### src/hw/rtl/vac36_pkg.sv
// Shared types, constants and symbol helpers for the alphanumeric Vigenere cipher.
package vac36_pkg;

    localparam int KPOS_W = 5;
    localparam int KLEN_W = 6;
    localparam int SYM_W  = 6;
    localparam int BYTE_W = 8;
    localparam int CFG_ADDR_W = 3;
    localparam int CFG_DATA_W = 64;
    localparam int KEY_REGS = 4;

    localparam logic [KLEN_W-1:0] KEY_MAX     = 6'd32;
    localparam logic [SYM_W-1:0]  ALPHA_SIZE  = 6'd36;

    localparam int QUEUE_DEPTH = 2;
    localparam int QPTR_W = 1;
    localparam int QCNT_W = 2;

    typedef enum logic [CFG_ADDR_W-1:0] {
        REG_DECRYPT_MODE = 3'd0,
        REG_KEY_LENGTH   = 3'd1,
        REG_KEY_BYTES_0  = 3'd2,
        REG_KEY_BYTES_1  = 3'd3,
        REG_KEY_BYTES_2  = 3'd4,
        REG_KEY_BYTES_3  = 3'd5
    } cfg_reg_e;

    typedef struct packed {
        logic             ok;
        logic [SYM_W-1:0] idx;
    } sym_t;

    // One classified item on its way from front to back.
    typedef struct packed {
        logic              is_sym;
        logic [SYM_W-1:0]  sym_idx;
        logic [SYM_W-1:0]  shift;
        logic              decrypt;
        logic [BYTE_W-1:0] byte_val;
    } q_entry_t;

    // '0'..'9' -> 0..9, 'A'..'Z' -> 10..35, anything else is not a symbol.
    function automatic sym_t sym_index(input logic [BYTE_W-1:0] c);
        sym_t r;
        logic [BYTE_W-1:0] d;
        r = '0;
        d = '0;
        if (c >= 8'd48 && c <= 8'd57)
        begin
            d = c - 8'd48;
            r.ok = 1'b1;
            r.idx = d[SYM_W-1:0];
        end
        else if (c >= 8'd65 && c <= 8'd90)
        begin
            d = c - 8'd55;
            r.ok = 1'b1;
            r.idx = d[SYM_W-1:0];
        end
        return r;
    endfunction

    function automatic logic [BYTE_W-1:0] sym_char(input logic [SYM_W-1:0] s);
        logic [BYTE_W-1:0] w;
        w = {2'b00, s};
        return (s < 6'd10) ? (w + 8'd48) : (w + 8'd55);
    endfunction

endpackage

### src/hw/rtl/vac36_front.sv
// Front end: config registers, case folding, classification, key lookup and key position.
module vac36_front (
    input  logic                               clk,
    input  logic                               rst_n,
    input  logic                               cfg_valid,
    input  logic [vac36_pkg::CFG_ADDR_W-1:0]   cfg_addr,
    input  logic [vac36_pkg::CFG_DATA_W-1:0]   cfg_data,
    input  logic                               in_valid,
    input  logic [vac36_pkg::BYTE_W-1:0]       in_byte,
    input  logic                               q_full,
    output logic                               in_ready,
    output logic                               q_push,
    output vac36_pkg::q_entry_t                q_data
);
    import vac36_pkg::*;

    logic                        decrypt_reg;
    logic [KLEN_W-1:0]           key_len_reg;
    logic [CFG_DATA_W-1:0]       key_reg [KEY_REGS];
    logic [KPOS_W-1:0]           key_pos_reg;
    logic [KPOS_W-1:0]           key_pos_next;

    logic [BYTE_W-1:0]           folded;
    logic [BYTE_W-1:0]           key_byte;
    logic [KLEN_W-1:0]           eff_len;
    logic [KLEN_W-1:0]           pos_inc;
    sym_t                        txt_sym;
    sym_t                        key_sym;
    logic                        accept;

    assign in_ready = !q_full;
    assign accept   = in_valid && !q_full;
    assign q_push   = accept;

    always_ff @(posedge clk or negedge rst_n)
    begin
        if (!rst_n)
        begin
            decrypt_reg <= 1'b0;
            key_len_reg <= 6'd1;
            for (int i = 0; i < KEY_REGS; i++)
            begin
                key_reg[i] <= '0;
            end
        end
        else if (cfg_valid)
        begin
            case (cfg_reg_e'(cfg_addr))
                REG_DECRYPT_MODE: decrypt_reg <= cfg_data[0];
                REG_KEY_LENGTH:   key_len_reg <= cfg_data[KLEN_W-1:0];
                REG_KEY_BYTES_0:  key_reg[0]  <= cfg_data;
                REG_KEY_BYTES_1:  key_reg[1]  <= cfg_data;
                REG_KEY_BYTES_2:  key_reg[2]  <= cfg_data;
                REG_KEY_BYTES_3:  key_reg[3]  <= cfg_data;
                default: ;
            endcase
        end
    end

    // 96..127 fold down to 64..95 by clearing bit 5
    assign folded  = (in_byte[7:5] == 3'b011) ? (in_byte & 8'hDF) : in_byte;
    assign txt_sym = sym_index(folded);
    assign key_byte = key_reg[key_pos_reg[4:3]][{key_pos_reg[2:0], 3'b000} +: BYTE_W];
    assign key_sym = sym_index(key_byte);

    always_comb
    begin
        if (key_len_reg == '0)
            eff_len = 6'd1;
        else if (key_len_reg > KEY_MAX)
            eff_len = KEY_MAX;
        else
            eff_len = key_len_reg;
    end

    assign pos_inc = {1'b0, key_pos_reg} + 6'd1;

    always_comb
    begin
        key_pos_next = key_pos_reg;
        if (accept && txt_sym.ok)
        begin
            key_pos_next = (pos_inc >= eff_len) ? '0 : pos_inc[KPOS_W-1:0];
        end
    end

    always_ff @(posedge clk or negedge rst_n)
    begin
        if (!rst_n)
            key_pos_reg <= '0;
        else
            key_pos_reg <= key_pos_next;
    end

    always_comb
    begin
        q_data.is_sym   = txt_sym.ok;
        q_data.sym_idx  = txt_sym.idx;
        q_data.shift    = key_sym.ok ? key_sym.idx : '0;
        q_data.decrypt  = decrypt_reg;
        q_data.byte_val = folded;
    end

`ifndef NO_ASSERTIONS
    a_pos_hold: assert property (@(posedge clk) disable iff (!rst_n)
        (accept && !txt_sym.ok && !cfg_valid) |=> $stable(key_pos_reg))
        else $error("key position moved on a non-symbol item");
    a_pos_wrap: assert property (@(posedge clk) disable iff (!rst_n)
        (accept && txt_sym.ok && (pos_inc >= eff_len)) |=> (key_pos_reg == '0))
        else $error("key position failed to wrap");
`endif

endmodule

### src/hw/rtl/vac36_queue.sv
// Short FIFO between the classifying front end and the shifting back end.
module vac36_queue (
    input  logic                 clk,
    input  logic                 rst_n,
    input  logic                 push,
    input  vac36_pkg::q_entry_t  push_data,
    input  logic                 pop,
    output logic                 full,
    output logic                 empty,
    output vac36_pkg::q_entry_t  head
);
    import vac36_pkg::*;

    q_entry_t            mem [QUEUE_DEPTH];
    logic [QPTR_W-1:0]   wr_ptr_reg;
    logic [QPTR_W-1:0]   rd_ptr_reg;
    logic [QCNT_W-1:0]   count_reg;

    assign full  = (count_reg == QCNT_W'(QUEUE_DEPTH));
    assign empty = (count_reg == '0);
    assign head  = mem[rd_ptr_reg];

    always_ff @(posedge clk)
    begin
        if (push)
            mem[wr_ptr_reg] <= push_data;
    end

    always_ff @(posedge clk or negedge rst_n)
    begin
        if (!rst_n)
        begin
            wr_ptr_reg <= '0;
            rd_ptr_reg <= '0;
            count_reg  <= '0;
        end
        else
        begin
            if (push)
                wr_ptr_reg <= wr_ptr_reg + 1'b1;
            if (pop)
                rd_ptr_reg <= rd_ptr_reg + 1'b1;
            case ({push, pop})
                2'b10:   count_reg <= count_reg + 1'b1;
                2'b01:   count_reg <= count_reg - 1'b1;
                default: count_reg <= count_reg;
            endcase
        end
    end

`ifndef NO_ASSERTIONS
    a_no_overflow: assert property (@(posedge clk) disable iff (!rst_n)
        full |-> !push)
        else $error("push into a full queue");
    a_no_underflow: assert property (@(posedge clk) disable iff (!rst_n)
        empty |-> !pop)
        else $error("pop from an empty queue");
`endif

endmodule

### src/hw/rtl/vac36_back.sv
// Back end: mod-36 shift of symbols and the registered output stage.
module vac36_back (
    input  logic                          clk,
    input  logic                          rst_n,
    input  logic                          q_empty,
    input  vac36_pkg::q_entry_t           q_head,
    output logic                          q_pop,
    output logic                          out_valid,
    input  logic                          out_ready,
    output logic [vac36_pkg::BYTE_W-1:0]  out_byte
);
    import vac36_pkg::*;

    logic                 out_valid_reg;
    logic [BYTE_W-1:0]    out_byte_reg;
    logic [SYM_W-1:0]     addend;
    logic [SYM_W:0]       sum;
    logic [SYM_W:0]       wrapped;
    logic [BYTE_W-1:0]    result;

    // decrypt adds (36 - shift), so one conditional subtract covers both modes
    assign addend  = q_head.decrypt ? (ALPHA_SIZE - q_head.shift) : q_head.shift;
    assign sum     = {1'b0, q_head.sym_idx} + {1'b0, addend};
    assign wrapped = (sum >= {1'b0, ALPHA_SIZE}) ? (sum - {1'b0, ALPHA_SIZE}) : sum;
    assign result  = q_head.is_sym ? sym_char(wrapped[SYM_W-1:0]) : q_head.byte_val;

    assign q_pop     = !q_empty && (!out_valid_reg || out_ready);
    assign out_valid = out_valid_reg;
    assign out_byte  = out_byte_reg;

    always_ff @(posedge clk or negedge rst_n)
    begin
        if (!rst_n)
            out_valid_reg <= 1'b0;
        else if (q_pop)
            out_valid_reg <= 1'b1;
        else if (out_ready)
            out_valid_reg <= 1'b0;
    end

    always_ff @(posedge clk)
    begin
        if (q_pop)
            out_byte_reg <= result;
    end

endmodule

### src/hw/rtl/vigenere_alnum36_cipher.sv
// Top level of the 36-symbol alphanumeric Vigenere stream cipher.
//
// Usage:
//   Text bytes enter on s_axis (tdata = text_byte), one item per byte.
//   Ciphered bytes leave on m_axis (tdata = cipher_byte), one per input.
//   Config writes on cfg_*: addr 0 decrypt_mode, 1 key_length (1..32),
//   2..5 key bytes 0..31, eight per word, lowest byte in low bits.
//   cfg_ready is always high; write only while no items are in flight.
// Timing:
//   An accepted item is queued, then popped into the output register that
//   drives m_axis. Throughput is one item per cycle while m_axis_tready
//   stays high: the front end folds, classifies and looks up the key byte
//   in the accept cycle; the back end adds mod 36 and loads the output register on a pop.
//   A two-entry queue sits between them, so the front keeps taking items
//   while a result waits; s_axis_tready drops only when the queue is full.
// Reset (rst_n low, async): key position 0, encrypt mode, key length 1,
//   key bytes zero, queue and output register empty.
// Stall: m_axis holds its item while m_axis_tready is low; at most two
//   more items are buffered before s_axis_tready goes low.
module vigenere_alnum36_cipher (
    input  logic                                clk,
    input  logic                                rst_n,
    input  logic                                s_axis_tvalid,
    output logic                                s_axis_tready,
    input  logic [7:0]                          s_axis_tdata,   // [7:0] text_byte
    output logic                                m_axis_tvalid,
    input  logic                                m_axis_tready,
    output logic [7:0]                          m_axis_tdata,   // [7:0] cipher_byte
    input  logic                                cfg_valid,
    output logic                                cfg_ready,
    input  logic [vac36_pkg::CFG_ADDR_W-1:0]    cfg_addr,
    input  logic [vac36_pkg::CFG_DATA_W-1:0]    cfg_data
);
    import vac36_pkg::*;

    logic      q_push;
    logic      q_pop;
    logic      q_full;
    logic      q_empty;
    q_entry_t  q_in;
    q_entry_t  q_head;

    assign cfg_ready = 1'b1;

    vac36_front u_front (
        .clk       (clk),
        .rst_n     (rst_n),
        .cfg_valid (cfg_valid),
        .cfg_addr  (cfg_addr),
        .cfg_data  (cfg_data),
        .in_valid  (s_axis_tvalid),
        .in_byte   (s_axis_tdata),
        .q_full    (q_full),
        .in_ready  (s_axis_tready),
        .q_push    (q_push),
        .q_data    (q_in)
    );

    vac36_queue u_queue (
        .clk       (clk),
        .rst_n     (rst_n),
        .push      (q_push),
        .push_data (q_in),
        .pop       (q_pop),
        .full      (q_full),
        .empty     (q_empty),
        .head      (q_head)
    );

    vac36_back u_back (
        .clk       (clk),
        .rst_n     (rst_n),
        .q_empty   (q_empty),
        .q_head    (q_head),
        .q_pop     (q_pop),
        .out_valid (m_axis_tvalid),
        .out_ready (m_axis_tready),
        .out_byte  (m_axis_tdata)
    );

endmodule

### config.mk
export PLATFORM = sky130hd
export DESIGN_NAME = vigenere_alnum36_cipher
export DESIGN_NICKNAME = d
export VERILOG_FILES = /design/src/hw/rtl/vac36_pkg.sv /design/src/hw/rtl/vac36_front.sv /design/src/hw/rtl/vac36_queue.sv /design/src/hw/rtl/vac36_back.sv /design/src/hw/rtl/vigenere_alnum36_cipher.sv
export SDC_FILE = /design/constraint.sdc
export NUM_CORES = 1
export LEC_CHECK = 0
export BUFFER_PORTS_ARGS = -buffer_cell sky130_fd_sc_hd__buf_2
export CORE_ASPECT_RATIO = 0.7
export CORE_MARGIN = 8
export CORE_UTILIZATION = 35
export DETAILED_ROUTE_END_ITERATION = 8
export PLACE_DENSITY_LB_ADDON = 0.1
export SYNTH_ARGS = -nofsm -noshare
export SYNTH_HDL_FRONTEND = slang
export SYNTH_SLANG_ARGS = --single-unit
### constraint.sdc
create_clock -name clk -period 4.9 [get_ports clk]
set_clock_uncertainty 0.05 [all_clocks]
set_input_delay 0.49 -clock clk [delete_from_list [all_inputs] [get_ports clk]]
set_output_delay 0.49 -clock clk [all_outputs]
set_load 0.02 [all_outputs]
== Word-level counts from Yosys, hierarchy flattened ==
Memory sizes are Yosys's and may differ from the RTL's.
Cells that the tools add are included.

* Register bits: 281
* RAM bits: 44
* Bits of input ports: 80
* Output and inout port bits: 11
* Logic and storage cells: 94
* Memories: 1

{| class="wikitable"
|+ Memories
! memory !! words !! bits a word !! rd ports !! clocked after memory_dff !! wr ports !! RTL line !! source
|-
| u_queue.mem || 2 || 22 || 1 || 0 || 1 || vac36_queue.sv:14 || <nowiki>q_entry_t mem [QUEUE_DEPTH];</nowiki>
|}

* Add/sub/neg operators: 14
* Magnitude comparators: 13
* Equality and inequality tests: 9
* Shift-type cells: 1
* Muxes and demuxes: 21
* Bitwise gates (word level): 1
* Reductions and logical operators: 22

{| class="wikitable"
|+ Operators by type and width
! cell !! number
|-
| 64-bit binary-select mux with 2-bit select || 1
|-
| 64-bit 2-to-1 mux || 2
|-
| 64-bit by 7-bit indexed part select with 8-bit output || 1
|-
| 6-bit 2-to-1 mux || 6
|-
| 6-bit subtractor, second input constant || 5
|-
| 7-bit 2-to-1 mux || 4
|-
| 8-bit by 6-bit greater-or-equal comparator with 1-bit output, second input constant || 2
|-
| 8-bit by 7-bit greater-or-equal comparator with 1-bit output, second input constant || 2
|-
| 8-bit by 6-bit <= comparator with 1-bit output, second input constant || 2
|-
| 8-bit by 7-bit <= comparator with 1-bit output, second input constant || 2
|-
| 8-bit 2-to-1 mux || 2
|-
| 6-bit by 6-bit adder with 7-bit output, second input constant || 2
|-
| 2-bit AND reduction || 6
|-
| 3-bit by 2-bit equality test with 1-bit output, second input constant || 3
|-
| 6-bit by 6-bit adder with 7-bit output || 1
|-
| 7-bit by 6-bit greater-or-equal comparator with 1-bit output, second input constant || 1
|-
| 1-bit logical AND || 7
|-
| 5-bit by 1-bit adder with 6-bit output, second input constant || 1
|-
| 3-bit equality test, second input constant || 2
|-
| 6-bit greater-or-equal comparator || 1
|-
| 6-bit > comparator, second input constant || 1
|-
| 6-bit logical NOT || 1
|-
| 6-bit by 4-bit < comparator with 1-bit output, second input constant || 1
|-
| 6-bit subtractor, first input constant || 1
|-
| other kinds (16) || 24
|}

== Longest topological paths before layout ==
* Word-level depth: 10
* Gate-level depth with buffers: 21
* Gate-level depth less buffers: 19

== Cells and area by module ==
Synthesis repeated with hierarchy kept, for this count alone.

* Cell total of the unflattened synthesis: 1090
* Area total of the unflattened synthesis: 15917.8 µm²

{| class="wikitable"
|+ Modules (own cells, without submodules)
! module !! times used !! cells an instance !! area an instance (µm²) !! sequential area each (µm²)
|-
| vac36_front || 1 || 854 || 12824.8 || 6707.7
|-
| vac36_queue || 1 || 84 || 1776.7 || 1421.4
|-
| vac36_back || 1 || 150 || 1305.0 || 265.3
|-
| vigenere_alnum36_cipher || 1 || 2 || 11.3 || 0.0
|}

== Worst setup path before layout ==
No wires, ideal clock.

* Path type: register -> register
* From: register u_queue.rd_ptr_reg
* To: register u_back.out_byte_reg[2] (netlist: u_back.out_byte[2]), data pin
* Library setup time: 0.256 ns
* Arrival: 4.660 ns
* Data required time: 4.594 ns
* Setup slack: -0.066 ns
* Cell stages (with the launch flop): 20
* Buffers on the path: 4
* Period minus slack after synthesis: 4.966 ns
* Cells stage by stage: dfrtp_1 -> clkbuf_1 -> clkbuf_1 -> buf_1 -> mux2_2 -> ha_1 -> a211oi_1 -> nor2_1 -> xor2_1 -> inv_1 -> ha_1 -> and2_0 -> o2111ai_1 -> and2_1 -> clkbuf_1 -> ha_1 -> o21ai_0 -> o2111a_1 -> or3_1 -> a31o_2

* Cells in the longest elaborated chain, start to end: 9
* Elaborated cells between the ends (all ways): 12
* Those cells by class: add/sub (5); order compare (2); mux (4); memory (1)

{| class="wikitable"
|+ Ends and longest elaborated chain
! item !! RTL line !! source
|-
| start, declared || vac36_queue.sv:16 || <nowiki>logic [QPTR_W-1:0] rd_ptr_reg;</nowiki>
|-
| start signal, assigned || vac36_queue.sv:42 || <nowiki>rd_ptr_reg <= rd_ptr_reg + 1'b1;</nowiki>
|-
| memory read 2 x 22 bit * || n/a ||
|-
| 6-bit subtractor || vac36_back.sv:22 || <nowiki>assign addend = q_head.decrypt ? (ALPHA_SIZE - q_head.shift) : q_head.shift;</nowiki>
|-
| 6-bit 2-to-1 mux || vac36_back.sv:22 ||
|-
| 6-bit by 6-bit adder with 7-bit output || vac36_back.sv:23 || <nowiki>assign sum = {1'b0, q_head.sym_idx} + {1'b0, addend};</nowiki>
|-
| 6-bit subtractor or 7-bit by 6-bit greater-or-equal comparator with 1-bit output (tied branches) || vac36_back.sv:24 || <nowiki>assign wrapped = (sum >= {1'b0, ALPHA_SIZE}) ? (sum - {1'b0, ALPHA_SIZE}) : sum;</nowiki>
|-
| 6-bit 2-to-1 mux || vac36_back.sv:24 ||
|-
| 6-bit by 6-bit adder with 7-bit output or 6-bit by 4-bit < comparator with 1-bit output (tied branches) || vac36_pkg.sv:66 || <nowiki>return (s < 6'd10) ? (w + 8'd48) : (w + 8'd55);</nowiki>
|-
| 8-bit 2-to-1 mux || vac36_pkg.sv:66 ||
|-
| 8-bit 2-to-1 mux * || vac36_back.sv:25 || <nowiki>assign result = q_head.is_sym ? sym_char(wrapped[SYM_W-1:0]) : q_head.byte_val;</nowiki>
|-
| via u_back.result[2] || vac36_back.sv:19 || <nowiki>logic [BYTE_W-1:0] result;</nowiki>
|-
| end signal, assigned || vac36_back.sv:44 || <nowiki>out_byte_reg <= result;</nowiki>
|-
| end, declared || vac36_back.sv:15 || <nowiki>logic [BYTE_W-1:0] out_byte_reg;</nowiki>
|}

The timed path passes the listed nets; every way through them passes the cells marked *.
A chain may end at the register's enable or synchronous reset.

== Worst setup path in the final report ==
Ends and elaborated chain as after synthesis.

==> impl_metrics.env <==
export IMPL_status="finished, final reports clean"
export IMPL_syn2layout_area_growth_pct=15.45
export IMPL_period_share=0.9394
export IMPL_gp_congestion=0.8080
export IMPL_rsz0062_at_grt="false"
export IMPL_synth_nets=1211
export IMPL_core_mm2=0.04481
export IMPL_slowest_delay_ps=550
export IMPL_worstPathRequired_ps=5120
export IMPL_routedWlPerCell_um=21.40
export IMPL_seq_area_frac_synth=0.5317
export IMPL_fin_crit_ps=4603
export IMPL_post_layout_nonfiller_instances=1817
export IMPL_hold_path_class="in2reg"
export IMPL_ys_top_cells_by_area="dfrtp_1, mux2_2, edfxtp_1, mux4_2, mux2i_1"
export IMPL_multi_input_area_mm2=0.007002
export IMPL_htree_levels=2
export IMPL_drv_slew=0
export IMPL_crit_chain="buf_6, mux2i_1, a21oi_1, nor3_1, xnor2_1, ha_1, or4b_1, o2111ai_1, nor3_1, nor3_1, and2_1, ha_1, o21ai_0, o2111a_1, or3_1, a31o_2"
export IMPL_max_slew_margin_rel=0.2881
export IMPL_power_density_mw_per_mm2=645.0
export IMPL_cts_tree="built"
export IMPL_final_setup_worst_slack_ps=297.0
export IMPL_ir_drop_mv=0.5028
export IMPL_rows=65
export IMPL_dieWidth_um=269.8
export IMPL_cts_made_buffers=36
export IMPL_fp_dieH_um=193.7
export IMPL_firstDrtPassIters=4
export IMPL_whs_ps=109.2
export IMPL_hpwl_um=25190
export IMPL_drt_vias_per_instance=5.193
export IMPL_cts_buffer_depth=3
export IMPL_power_internal_uw=7510
export IMPL_register_area_mm2=0.008403
export IMPL_grt_max_degree=121
export IMPL_syn_cell_area_mm2=0.01579
export IMPL_finalSetupTns_ps=0
export IMPL_synth_area_leader_cell="dfrtp_1"
export IMPL_setup_violations=0
export IMPL_drt_first_iter_violations=538
export IMPL_fillers=4164
export IMPL_synth_top_area_share=0.4312
export IMPL_worstMarginPinSlew_ps=1068
export IMPL_synth_main_ff_cell="dfrtp_1"
export IMPL_fin_nets=1305
export IMPL_post_cts_buffers=0
export IMPL_worstSetupEndpointType="register"
export IMPL_leakage_uw=0.007425
export IMPL_ys_async_sr_fraction=0.8400
export IMPL_totalWireLength_um=38880
export IMPL_clk_pin_slew_worst_paths_ps=60
export IMPL_p_switching_uw=4246
export IMPL_synth_warning_count=0
export IMPL_cts_root_buf="clkbuf_16"
export IMPL_path_max_fanout=26
export IMPL_grt_pass1_vias=9999
export IMPL_ys_ff_latch=325
export IMPL_final_cell_mix="mux2_2, dfrtp_1, buf_2"
export IMPL_start_util=0.3523
export IMPL_grt_pass1_wl_um=61660
export IMPL_drive_gt1_frac=0.4201
export IMPL_antenna_found_initial=2
export IMPL_dp_cells=1752
export IMPL_start_kind="register"
export IMPL_clk_latency_ps=520
export IMPL_cp_top_family="simple AND/OR/NAND/NOR gates"
export IMPL_ant_nets=0
export IMPL_switching_share=0.3612
export IMPL_yosysUniqueCellTypes=80
export IMPL_cp_common_cell="nor3_1"
export IMPL_post_place_ws_ps=129.2
export IMPL_crit_type="reg2reg"
export IMPL_synth_cells=1094
export IMPL_gr_usage_all_layers=0.1490
export IMPL_fmax_mhz=217.3
export IMPL_die_area_mm2=0.05226
export IMPL_power_frac_comb=0.435
export IMPL_power_share_clock=0.238
export IMPL_synth_area_per_cell_um2=14.43
export IMPL_vias=9435
export IMPL_n_antenna_cell=0
export IMPL_path_buf_inv=1
export IMPL_cts_num_sinks=325
export IMPL_hold_viol=0
export IMPL_portBuffers=89
export IMPL_largest_reg_flops=256
export IMPL_slowest_stage="or4b_1"
export IMPL_grt_ovfl_total=0
export IMPL_worstPathArrival_ps=4830
export IMPL_drc_errors=0
export IMPL_power_frac_seq=0.327
export IMPL_drv_cap=0
export IMPL_top_level_ports=91
export IMPL_synth_edf_count=52
==> cells in the mapped netlist (all sizes together), types with 7 or more instances <==
library cell,n
dfrtp,272
mux2,269
edfxtp,52
mux4,48
mux2i,46
clkbuf,37
ha,36
nand2,28
inv,27
nor2,26
a21oi,24
buf,22
o21ai,18
a211oi,17
o221ai,16
xnor2,16
a22o,14
nor3,13
nor2b,8
a21o,7
==> cells by family (layout without fill, tap and decap cells) <==
family,count (synthesis),after routing,synth area share
AO/OA/AOI/OAI,142,142,0.06816
adder cells (fa/ha/maj),37,37,0.02980
multiplexers,363,363,0.2917
XOR/XNOR,20,20,0.01110
buffers and inverters,87,207,0.02655
AND/OR/NAND/NOR,119,119,0.04066
flip-flops,325,325,0.5317
other,1,1,0.0002375
==> cell type report <==
class	count	area share
inverter	28	0.005767
clock buffer	55	0.05836
sequential	325	0.4611
multi-input combinational	682	0.3842
clock inverter	9	0.008376
timing repair buffer	115	0.04085
tap	603	0.04140
==> power groups by stage <==
stage / clock network, uW / logic [uW] / registers [uW]
6_report: 2800 / 5110 / 3850
4_1_cts: 2890 / 5110 / 3840
5_1_grt: 3000 / 5670 / 3930
2_1_floorplan: 0 / 3720 / 3810
3_3_place_gp: 0 / 5030 / 3880
3_5_place_dp: 0 / 5070 / 3880
==> stage by stage <==
| stage | utilization | total power [uW] | cell area [um^2] |
|---|---|---|---|
| after detailed placement | 0.3789 | 8952 | 16980 |
| after CTS | 0.4062 | 11840 | 18200 |
| after global routing | 0.4067 | 12600 | 18230 |
| after global placement | 0.3789 | 8912 | 16980 |
| after floorplan | - | 7531 | 15790 |
| final | 0.4067 | 11760 | 18230 |
==> metal layers <==
metal  vias to the layer above  track usage  wire, um
met1                      4917       0.2203     19730
met5                         -            0        26
li1                       4333            -         -
met3                        46      0.02822      1417
met4                         4      0.02886       533
met2                       135       0.2268     17170
==> path summary, 6_finish.rpt <==
path                                      from             endpoint  slack (ps)  cells after the start
hold reg to reg            u_front.decrypt_reg    u_queue.mem[0][8]         440                      0
setup reg to reg            u_queue.rd_ptr_reg   u_back.out_byte[2]         300                     16
min in group asynchronous                rst_n  u_front.key_reg[46]         510                      2
max in group asynchronous                rst_n   u_queue.rd_ptr_reg        3120                      3
setup / recovery            u_queue.rd_ptr_reg   u_back.out_byte[2]         300                     16
hold / removal                   m_axis_tready     u_back.out_valid         110                      2
==> what timing repair did <==
action	in CTS	in global routing
endpoints found under the hold margin	79	0
endpoints found under the setup margin	0	6
gates resized for setup	0	6
hold buffers	1	0
No activity file was read; power rests on OpenSTA's default activity.
